<file path="src/rtl/assert_macros.svh">
// Assertion macros shared by the RTL of the scalar instruction decoder.
// Depends on nothing; synthesis builds define SYNTHESIS to drop the checks.
`ifndef ASSERT_MACROS_SVH
`define ASSERT_MACROS_SVH

`ifndef SYNTHESIS

// Same-cycle implication, disabled while reset is asserted.
`define S16D_ASSERT_IMP(label, clk, rst_n, ante, cons) \
    label: assert property (@(posedge clk) disable iff (!rst_n) (ante) |-> (cons)) \
        else $error("Assertion failed.");

// Next-cycle implication, disabled while reset is asserted.
`define S16D_ASSERT_NXT(label, clk, rst_n, ante, cons) \
    label: assert property (@(posedge clk) disable iff (!rst_n) (ante) |=> (cons)) \
        else $error("Assertion failed.");

`else

`define S16D_ASSERT_IMP(label, clk, rst_n, ante, cons)
`define S16D_ASSERT_NXT(label, clk, rst_n, ante, cons)

`endif

`endif

</file>
<file path="src/rtl/s16d_pkg.sv">
// Types and constants of the scalar 16-bit instruction decoder.
// Depends on nothing; used by the decode logic and the top level.
`timescale 1ns / 1ps

package s16d_pkg;

    localparam logic [3:0] CLS_NOARG      = 4'd0;
    localparam logic [3:0] CLS_SWI_REG    = 4'd1;
    localparam logic [3:0] CLS_BRANCH_REG = 4'd2;
    localparam logic [3:0] CLS_SWITCH     = 4'd3;
    localparam logic [3:0] CLS_VERSION    = 4'd4;
    localparam logic [3:0] CLS_SWI_IMM    = 4'd5;
    localparam logic [3:0] CLS_COND_BR    = 4'd6;
    localparam logic [3:0] CLS_ADD_SP     = 4'd7;
    localparam logic [3:0] CLS_LDM_STM    = 4'd8;
    localparam logic [3:0] CLS_LD_SP      = 4'd9;
    localparam logic [3:0] CLS_LDST_REG   = 4'd10;
    localparam logic [3:0] CLS_ALU_RR     = 4'd11;
    localparam logic [3:0] CLS_ALU_RI     = 4'd12;

    localparam logic [7:0] NOARG_LAST     = 8'd10;
    localparam logic [4:0] VERSION_REG    = 5'd31;

    localparam logic [4:0] ALU_OP_SHL1    = 5'd19;
    localparam logic [4:0] ALU_OP_SHLN_LO = 5'd21;
    localparam logic [4:0] ALU_OP_SHLN_HI = 5'd23;
    localparam logic [3:0] ALU_RI_SHL_GRP = 4'd3;
    localparam logic [2:0] ALU_RI_SHIFT   = 3'd3;

    typedef struct packed {
        logic [3:0] insn_class;
        logic [4:0] op_index;
        logic [4:0] reg_d;
        logic [4:0] reg_s;
        logic [6:0] immediate;
        logic [3:0] cond_code;
        logic [1:0] access_width;
        logic [2:0] shift_amount;
        logic       store_flag;
        logic       variant_flag;
    } s16d_dec_t;

    function automatic logic [4:0] base_reg(input logic [1:0] sel);
        logic [4:0] r;
        case (sel)
            2'd0:    r = 5'd0;
            2'd1:    r = 5'd6;
            2'd2:    r = 5'd16;
            default: r = 5'd24;
        endcase
        return r;
    endfunction

endpackage

</file>
<file path="src/rtl/s16d_in_if.sv">
// Input channel of the decoder: one raw instruction half-word per transfer.
// Depends on nothing.
`timescale 1ns / 1ps

interface s16d_in_if;
    logic        valid;
    logic        ready;
    logic [15:0] instr_half;

    modport source (output valid, output instr_half, input ready);
    modport sink (input valid, input instr_half, output ready);
endinterface

</file>
<file path="src/rtl/s16d_out_if.sv">
// Output channel of the decoder: one decoded instruction per transfer.
// Depends on nothing.
`timescale 1ns / 1ps

interface s16d_out_if;
    logic       valid;
    logic       ready;
    logic [3:0] insn_class;
    logic [4:0] op_index;
    logic [4:0] reg_d;
    logic [4:0] reg_s;
    logic [6:0] immediate;
    logic [3:0] cond_code;
    logic [1:0] access_width;
    logic [2:0] shift_amount;
    logic       store_flag;
    logic       variant_flag;

    modport source (
        output valid, output insn_class, output op_index, output reg_d, output reg_s,
        output immediate, output cond_code, output access_width, output shift_amount,
        output store_flag, output variant_flag, input ready
    );
    modport sink (
        input valid, input insn_class, input op_index, input reg_d, input reg_s,
        input immediate, input cond_code, input access_width, input shift_amount,
        input store_flag, input variant_flag, output ready
    );
endinterface

</file>
<file path="src/rtl/s16d_decode.sv">
// Combinational decode of one 16-bit scalar instruction half-word.
// Depends on s16d_pkg for the result type, class codes and base register table.
`timescale 1ns / 1ps

module s16d_decode (
    input  logic [15:0]          instr,
    output s16d_pkg::s16d_dec_t  dec
);

    logic [4:0] alu_rr_op;
    logic [3:0] alu_ri_grp;

    assign alu_rr_op  = instr[12:8];
    assign alu_ri_grp = instr[12:9];

    always_comb
    begin
        dec = '0;
        if (instr[15:8] == 8'd0)
        begin
            if (instr[7:0] <= s16d_pkg::NOARG_LAST)
            begin
                dec.insn_class = s16d_pkg::CLS_NOARG;
                dec.op_index   = instr[4:0];
            end
            else if (instr[5] && !instr[6])
            begin
                dec.insn_class = s16d_pkg::CLS_SWI_REG;
                dec.reg_d      = instr[4:0];
            end
            else if (instr[6])
            begin
                dec.insn_class   = s16d_pkg::CLS_BRANCH_REG;
                dec.reg_d        = instr[4:0];
                dec.variant_flag = instr[5];
            end
            else if (instr[7])
            begin
                dec.insn_class   = s16d_pkg::CLS_SWITCH;
                dec.reg_d        = {1'b0, instr[3:0]};
                dec.variant_flag = instr[5];
            end
            else if (instr[4])
            begin
                dec.insn_class = s16d_pkg::CLS_VERSION;
                dec.reg_d      = s16d_pkg::VERSION_REG;
            end
            else
            begin
                dec.insn_class = s16d_pkg::CLS_SWI_IMM;
                dec.immediate  = {1'b0, instr[5:0]};
            end
        end
        else if (instr[12] && !instr[14])
        begin
            if (instr[11])
            begin
                dec.insn_class = s16d_pkg::CLS_COND_BR;
                dec.cond_code  = instr[10:7];
                dec.immediate  = instr[6:0];
            end
            else
            begin
                dec.insn_class = s16d_pkg::CLS_ADD_SP;
                dec.reg_d      = instr[4:0];
                dec.immediate  = {1'b0, instr[10:5]};
            end
        end
        else if (!instr[14])
        begin
            if (instr[9] && !(instr[10] && instr[11]))
            begin
                dec.insn_class   = s16d_pkg::CLS_LDM_STM;
                dec.reg_s        = s16d_pkg::base_reg(instr[6:5]);
                dec.reg_d        = instr[4:0];
                dec.store_flag   = instr[7];
                dec.variant_flag = instr[8];
            end
            else if (instr[10] && !instr[11])
            begin
                dec.insn_class = s16d_pkg::CLS_LD_SP;
                dec.reg_d      = {1'b0, instr[3:0]};
                dec.immediate  = {2'b00, instr[8:4]};
                dec.store_flag = instr[9];
            end
            else
            begin
                dec.insn_class   = s16d_pkg::CLS_LDST_REG;
                dec.store_flag   = instr[8];
                dec.access_width = instr[10:9];
                dec.reg_s        = {1'b0, instr[7:4]};
                dec.reg_d        = {1'b0, instr[3:0]};
            end
        end
        else if (instr[13])
        begin
            dec.insn_class = s16d_pkg::CLS_ALU_RI;
            dec.op_index   = {alu_ri_grp, 1'b0};
            dec.reg_d      = {1'b0, instr[3:0]};
            dec.immediate  = {2'b00, instr[8:4]};
            if (alu_ri_grp == s16d_pkg::ALU_RI_SHL_GRP)
            begin
                dec.shift_amount = s16d_pkg::ALU_RI_SHIFT;
            end
        end
        else
        begin
            dec.insn_class = s16d_pkg::CLS_ALU_RR;
            dec.op_index   = alu_rr_op;
            dec.reg_d      = {1'b0, instr[3:0]};
            dec.reg_s      = {1'b0, instr[7:4]};
            if (alu_rr_op == s16d_pkg::ALU_OP_SHL1)
            begin
                dec.shift_amount = 3'd1;
            end
            else if (alu_rr_op >= s16d_pkg::ALU_OP_SHLN_LO
                     && alu_rr_op <= s16d_pkg::ALU_OP_SHLN_HI)
            begin
                dec.shift_amount = 3'(alu_rr_op - s16d_pkg::ALU_OP_SHL1);
            end
        end
    end

endmodule

</file>
<file path="src/rtl/scalar16_instruction_decoder.sv">
// Top level of the scalar 16-bit instruction decoder: input register, decode, result register.
// Depends on s16d_pkg, s16d_in_if, s16d_out_if, s16d_decode and assert_macros.svh.
//
//  Channel   Role   Payload
//  insn_in   sink   instr_half (16 bits)
//  dec_out   source insn_class, op_index, reg_d, reg_s, immediate, cond_code,
//                   access_width, shift_amount, store_flag, variant_flag
//
// A half-word is accepted every cycle while insn_in.ready is high; it is held in the input
// register, and its decoded result is held in the result register that drives the output.
// The decode logic between the two registers sets the clock period.
// Reset empties both registers; no payload is cleared.
// A stall on the output holds the result register, and the input register keeps
// taking one more transfer before the input side stalls too.
`timescale 1ns / 1ps
`include "assert_macros.svh"

module scalar16_instruction_decoder (
    input  logic              clk,
    input  logic              rst_n,
    s16d_in_if.sink           insn_in,
    s16d_out_if.source        dec_out
);

    logic                 s1_valid_reg;
    logic                 s1_valid_next;
    logic [15:0]          s1_instr_reg;
    logic                 s2_valid_reg;
    logic                 s2_valid_next;
    s16d_pkg::s16d_dec_t  s2_dec_reg;
    s16d_pkg::s16d_dec_t  dec;
    logic                 in_xfer;
    logic                 s1_adv;

    assign s1_adv        = !s2_valid_reg || dec_out.ready;
    assign insn_in.ready = !s1_valid_reg || s1_adv;
    assign in_xfer       = insn_in.valid && insn_in.ready;

    s16d_decode u_decode (
        .instr (s1_instr_reg),
        .dec   (dec)
    );

    always_comb
    begin
        s1_valid_next = s1_valid_reg;
        if (in_xfer)
        begin
            s1_valid_next = 1'b1;
        end
        else if (s1_adv)
        begin
            s1_valid_next = 1'b0;
        end
        s2_valid_next = s1_adv ? s1_valid_reg : s2_valid_reg;
    end

    always_ff @(posedge clk or negedge rst_n)
    begin
        if (!rst_n)
        begin
            s1_valid_reg <= 1'b0;
            s2_valid_reg <= 1'b0;
        end
        else
        begin
            s1_valid_reg <= s1_valid_next;
            s2_valid_reg <= s2_valid_next;
        end
    end

    always_ff @(posedge clk)
    begin
        if (in_xfer)
        begin
            s1_instr_reg <= insn_in.instr_half;
        end
        if (s1_adv && s1_valid_reg)
        begin
            s2_dec_reg <= dec;
        end
    end

    assign dec_out.valid        = s2_valid_reg;
    assign dec_out.insn_class   = s2_dec_reg.insn_class;
    assign dec_out.op_index     = s2_dec_reg.op_index;
    assign dec_out.reg_d        = s2_dec_reg.reg_d;
    assign dec_out.reg_s        = s2_dec_reg.reg_s;
    assign dec_out.immediate    = s2_dec_reg.immediate;
    assign dec_out.cond_code    = s2_dec_reg.cond_code;
    assign dec_out.access_width = s2_dec_reg.access_width;
    assign dec_out.shift_amount = s2_dec_reg.shift_amount;
    assign dec_out.store_flag   = s2_dec_reg.store_flag;
    assign dec_out.variant_flag = s2_dec_reg.variant_flag;

    `S16D_ASSERT_NXT(a_in_lands, clk, rst_n, in_xfer, s1_valid_reg)
    `S16D_ASSERT_NXT(a_s1_holds, clk, rst_n,
        s1_valid_reg && !s1_adv,
        s1_valid_reg && $stable(s1_instr_reg))
    `S16D_ASSERT_IMP(a_class_range, clk, rst_n,
        s2_valid_reg,
        s2_dec_reg.insn_class <= s16d_pkg::CLS_ALU_RI)
    `S16D_ASSERT_IMP(a_shift_alu_only, clk, rst_n,
        s2_valid_reg && s2_dec_reg.insn_class != s16d_pkg::CLS_ALU_RR
            && s2_dec_reg.insn_class != s16d_pkg::CLS_ALU_RI,
        s2_dec_reg.shift_amount == 3'd0)

endmodule
</file>
<file path="src/flat_wrapper.sv">
// flat-port wrapper written by rule: the top's interface ports become plain ports
module scalar16_instruction_decoder_flat 
  (clk, rst_n, insn_in_valid, insn_in_instr_half, insn_in_ready, dec_out_valid, dec_out_insn_class, dec_out_op_index, dec_out_reg_d, dec_out_reg_s, dec_out_immediate, dec_out_cond_code, dec_out_access_width, dec_out_shift_amount, dec_out_store_flag, dec_out_variant_flag, dec_out_ready);
  s16d_in_if insn_in_i ();
  s16d_out_if dec_out_i ();
  input  logic clk;
  input  logic rst_n;
  input wire logic [$bits(insn_in_i.valid)-1:0] insn_in_valid;
  input wire logic [$bits(insn_in_i.instr_half)-1:0] insn_in_instr_half;
  output wire logic [$bits(insn_in_i.ready)-1:0] insn_in_ready;
  output wire logic [$bits(dec_out_i.valid)-1:0] dec_out_valid;
  output wire logic [$bits(dec_out_i.insn_class)-1:0] dec_out_insn_class;
  output wire logic [$bits(dec_out_i.op_index)-1:0] dec_out_op_index;
  output wire logic [$bits(dec_out_i.reg_d)-1:0] dec_out_reg_d;
  output wire logic [$bits(dec_out_i.reg_s)-1:0] dec_out_reg_s;
  output wire logic [$bits(dec_out_i.immediate)-1:0] dec_out_immediate;
  output wire logic [$bits(dec_out_i.cond_code)-1:0] dec_out_cond_code;
  output wire logic [$bits(dec_out_i.access_width)-1:0] dec_out_access_width;
  output wire logic [$bits(dec_out_i.shift_amount)-1:0] dec_out_shift_amount;
  output wire logic [$bits(dec_out_i.store_flag)-1:0] dec_out_store_flag;
  output wire logic [$bits(dec_out_i.variant_flag)-1:0] dec_out_variant_flag;
  input wire logic [$bits(dec_out_i.ready)-1:0] dec_out_ready;
  assign insn_in_i.valid = insn_in_valid;
  assign insn_in_i.instr_half = insn_in_instr_half;
  assign insn_in_ready = insn_in_i.ready;
  assign dec_out_valid = dec_out_i.valid;
  assign dec_out_insn_class = dec_out_i.insn_class;
  assign dec_out_op_index = dec_out_i.op_index;
  assign dec_out_reg_d = dec_out_i.reg_d;
  assign dec_out_reg_s = dec_out_i.reg_s;
  assign dec_out_immediate = dec_out_i.immediate;
  assign dec_out_cond_code = dec_out_i.cond_code;
  assign dec_out_access_width = dec_out_i.access_width;
  assign dec_out_shift_amount = dec_out_i.shift_amount;
  assign dec_out_store_flag = dec_out_i.store_flag;
  assign dec_out_variant_flag = dec_out_i.variant_flag;
  assign dec_out_i.ready = dec_out_ready;
  scalar16_instruction_decoder u_core (.clk(clk), .rst_n(rst_n), .insn_in(insn_in_i), .dec_out(dec_out_i));
endmodule
</file>
<file path="config.mk">
export PLATFORM = sky130hd
export DESIGN_NAME = scalar16_instruction_decoder_flat
export DESIGN_NICKNAME = d
export VERILOG_FILES = /design/src/rtl/s16d_pkg.sv /design/src/rtl/s16d_in_if.sv /design/src/rtl/s16d_out_if.sv /design/src/rtl/s16d_decode.sv /design/src/rtl/scalar16_instruction_decoder.sv /design/src/flat_wrapper.sv
export VERILOG_INCLUDE_DIRS = /design/src /design/src/rtl
export SDC_FILE = /design/constraint.sdc
export NUM_CORES = 1
export LEC_CHECK = 0
export BUFFER_PORTS_ARGS = -buffer_cell sky130_fd_sc_hd__buf_2
export CAP_MARGIN = 20
export CORE_MARGIN = 5
export CORE_UTILIZATION = 54
export DETAILED_ROUTE_END_ITERATION = 16
export PLACE_DENSITY = 0.9
export SYNTH_ARGS = -nofsm -noshare
export SYNTH_HDL_FRONTEND = slang
export SYNTH_HIERARCHICAL = 1
export SYNTH_SLANG_ARGS = --single-unit
</file>
<file path="constraint.sdc">
create_clock -name clk -period 2.2 [get_ports clk]
set_input_delay 0.11 -clock clk [delete_from_list [all_inputs] [get_ports clk]]
set_output_delay 0.11 -clock clk [all_outputs]
set_load 0.01 [all_outputs]
</file>
==> summary.txt <==
Clocking
  • CTS Sinks: 55
  • CTS tree: built
  • Worst skew pair latency: 0.30 ns
  • CTS max path bufs: 2
  • CTS buffer count: 5
  • CTS Root Cell: clkbuf_8
  • Post-cts sizing count: 0
  • Htree depth: 2
  • Reg clk slew, reported paths: 0.09 ns

Place
  • Buffers on Ports: 58
  • GPL Wtd Cong: 0.893
  • Setup WS pre-CTS: 0.258 ns
  • HPWL after DPL: 3540 µm
  • Dpl cell area: 2890 µm²
  • Inst Count DP: 302

GRT
  • Initial antenna violation count: 0
  • Grt total ovfl: 0
  • Total track usage: 17.5%
  • Vias in the first global route: 1694
  • Largest net degree at the start of global routing: 38
  • Global-route wire length before repair: 8580 µm

Finish
  • Max reg flops: 16
  • Final non-filler cell total: 327
  • Layout cells sized above 1: 33.5%
  • Final Net Count: 282
  • Fillers: 374
  • Cell area after layout: 3160 µm²
  • Area Growth Syn to Fin: 20.7%
  • Multi-input combinational cell area: 811 µm²
  • End-of-flow core utilization: 67.0%
  • # diodes: 0
  • Storage cell area: 1640 µm²

Detailed routing
  • Routed wire length: 5090 µm
  • Post-route ant nets: 0
  • Routed WL per cell: 15.6 µm
  • DR pass1 iterations: 4
  • Initial DRC count: 194
  • DR vias: 1761
  • DRC violations left: 0
  • Via density: 5.39

Synth
  • YS warnings: 6
  • Mean post-synth cell area: 14.1 µm²
  • Register area share after synthesis: 62.6%
  • Ys flop type: edfxtp_1
  • Post-synthesis async set-or-reset flop share: 3.64%
  • Yosys cell types: 57
  • Mapped cell area: 2620 µm²
  • Post-Syn Nets: 209
  • EDFF count, synth: 53
  • Synth Instances: 186
  • Synthesized flop and latch total: 55

STA
  • Worst Max-Slew Pin Slew: 0.514 ns
  • Final hold violation count: 0
  • Fin worst setup slack: 0.177 ns
  • Fin. max-slew vios: 0
  • Hold WS: 0.0148 ns
  • Slew HR: 65.6%
  • Setup violators final: 0
  • Setup TNS: 0 ns
  • Final Critical Period: 2.02 ns
  • RSZ-0062 raised after global routing: false
  • F_max: 494 MHz
  • Worst Skew: 0.00740 ns
  • Tcrit/Tclk final: 91.9%

Floorplan
  • Die width: 79.7 µm
  • # rows: 25
  • Ports: 59
  • CORE AREA: 4720 µm²
  • Initial Util: 55.5%
  • DIE AREA: 6350 µm²
  • Die Y: 79.7 µm

Power
  • VDD IR-drop max: 0.000485 V
  • Leakage: 1.29 nW
  • Total power: 2.23 mW
  • Power density cells: 703 nW/µm²

Worst setup path
  • Startpoint Class: flop
  • Crit path DAT: 2.20 ns
  • Worst Path Required: 2.38 ns
  • Worst path cell trace: inv_1 -> ha_1 -> nor3b_2 -> and4_1 -> nor3b_4 -> a22o_1
  • Worst Path Max Fanout: 10
  • CP max stage delay: 0.44 ns
  • CP Class: flop to flop
  • Slowest cell on crit path: and4_1
  • Crit. End Element: flop

Outcome
  • Status: completed

Hold path
  • Hold crit path type: input pin to flop

Run
  • Number of max-cap violations: 0
## power breakdown
part	total (mW)	leakage, nW	switching, mW	internal, mW
combinational	0.301	0.698	0.164	0.137
sequential	1.30	0.541	0.0521	1.25
clock	0.626	0.0556	0.293	0.333
total	2.23	1.29	0.510	1.72
## final timing paths
path / start / end / slack [ns] / cells past startpoint
max: u_core/s1_instr_reg[8] / u_core/dec_out.op_index[3] / 0.18 / 6
min: insn_in_valid / u_core/s1_valid_reg / 0.01 / 2
max reg2reg: u_core/s1_instr_reg[8] / u_core/dec_out.op_index[3] / 0.18 / 6
min reg2reg: u_core/s1_valid_reg / u_core/dec_out.valid / 0.56 / 1
max in group asynchronous: rst_n / u_core/s1_valid_reg / 1.98 / 2
min in group asynchronous: rst_n / u_core/dec_out.valid / 0.13 / 2
## layer usage
layer	vias up	wire length (µm)	global-route usage, %
li1	856	-	-
met1	819	2140	24.5
met2	81	2440	27.6
met3	5	436	3.16
met4	0	70	5.50
met5	-	0	0
## critical path: cells and delay by family (launching register included)
family | cells | cell delay (ns)
AOI/OAI and AO/OA | 1 | 0.18
DFF | 1 | 0.39
and+or+nand+nor | 3 | 1.00
buffers and inverters | 1 | 0.13
adders and majority gates | 1 | 0.18
## repair_timing
item / CTS / global route
setup buffers: 0 / 0
hold endpoints to repair: 18 / 0
hold buffers: 17 / 0
## Yosys cell counts (3+ instances only)
master	n	area, µm²
a21oi_1	9	45.0
a22o_1	3	26.3
a22o_2	4	40.0
a22oi_1	3	22.5
and3_1	8	50.1
buf_6	4	45.0
clkbuf_8	6	82.6
edfxtp_1	53	1590
ha_1	3	37.5
inv_1	5	18.8
mux2i_1	4	40.0
nand2_1	5	18.8
nand2b_1	5	31.3
nand3_1	6	30.0
nor2_1	12	45.0
nor3_1	3	15.0
o21ai_0	5	25.0
## layout make-up
cell class	count	area share [%]
Inverter	6	0.712
Sequential cell	55	51.9
Clock inverter	3	1.23
Timing Repair Buffer	80	15.7
Tap cell	67	2.65
Multi-Input combinational cell	111	25.6
Clock buffer	5	2.17
## cell families after synthesis
kind of cell               after synthesis  synth area share, %
AOI/OAI and AO/OA                       42                 12.5
xor gates and xnor gates                 1                0.334
adders and majority gates                3                 1.43
buffers and inverters                   20                 6.49
DFF                                     55                 62.6
muxes                                    4                 1.53
and+or+nand+nor                         61                 15.1
## cells in the final DEF, fill, tap and decap left out, types with 2 or more instances in the layout
cell type	n
a21boi_2	2
a32o_1	2
nor2_1	12
a21oi_1	9
and3_1	8
buf_4	5
nand2_1	5
o311ai_0	2
dlygate4sd3_1	17
mux2i_1	4
nand2b_1	5
o21ai_0	5
dfrtp_1	2
a22o_1	3
clkbuf_8	5
a211o_1	2
nor3_1	3
nor3b_1	2
nand3_1	6
a22oi_1	3
buf_2	58
and2_1	2
inv_1	5
ha_1	3
a22o_2	4
edfxtp_1	53
Note: power is estimated with default switching activity, not from simulation.
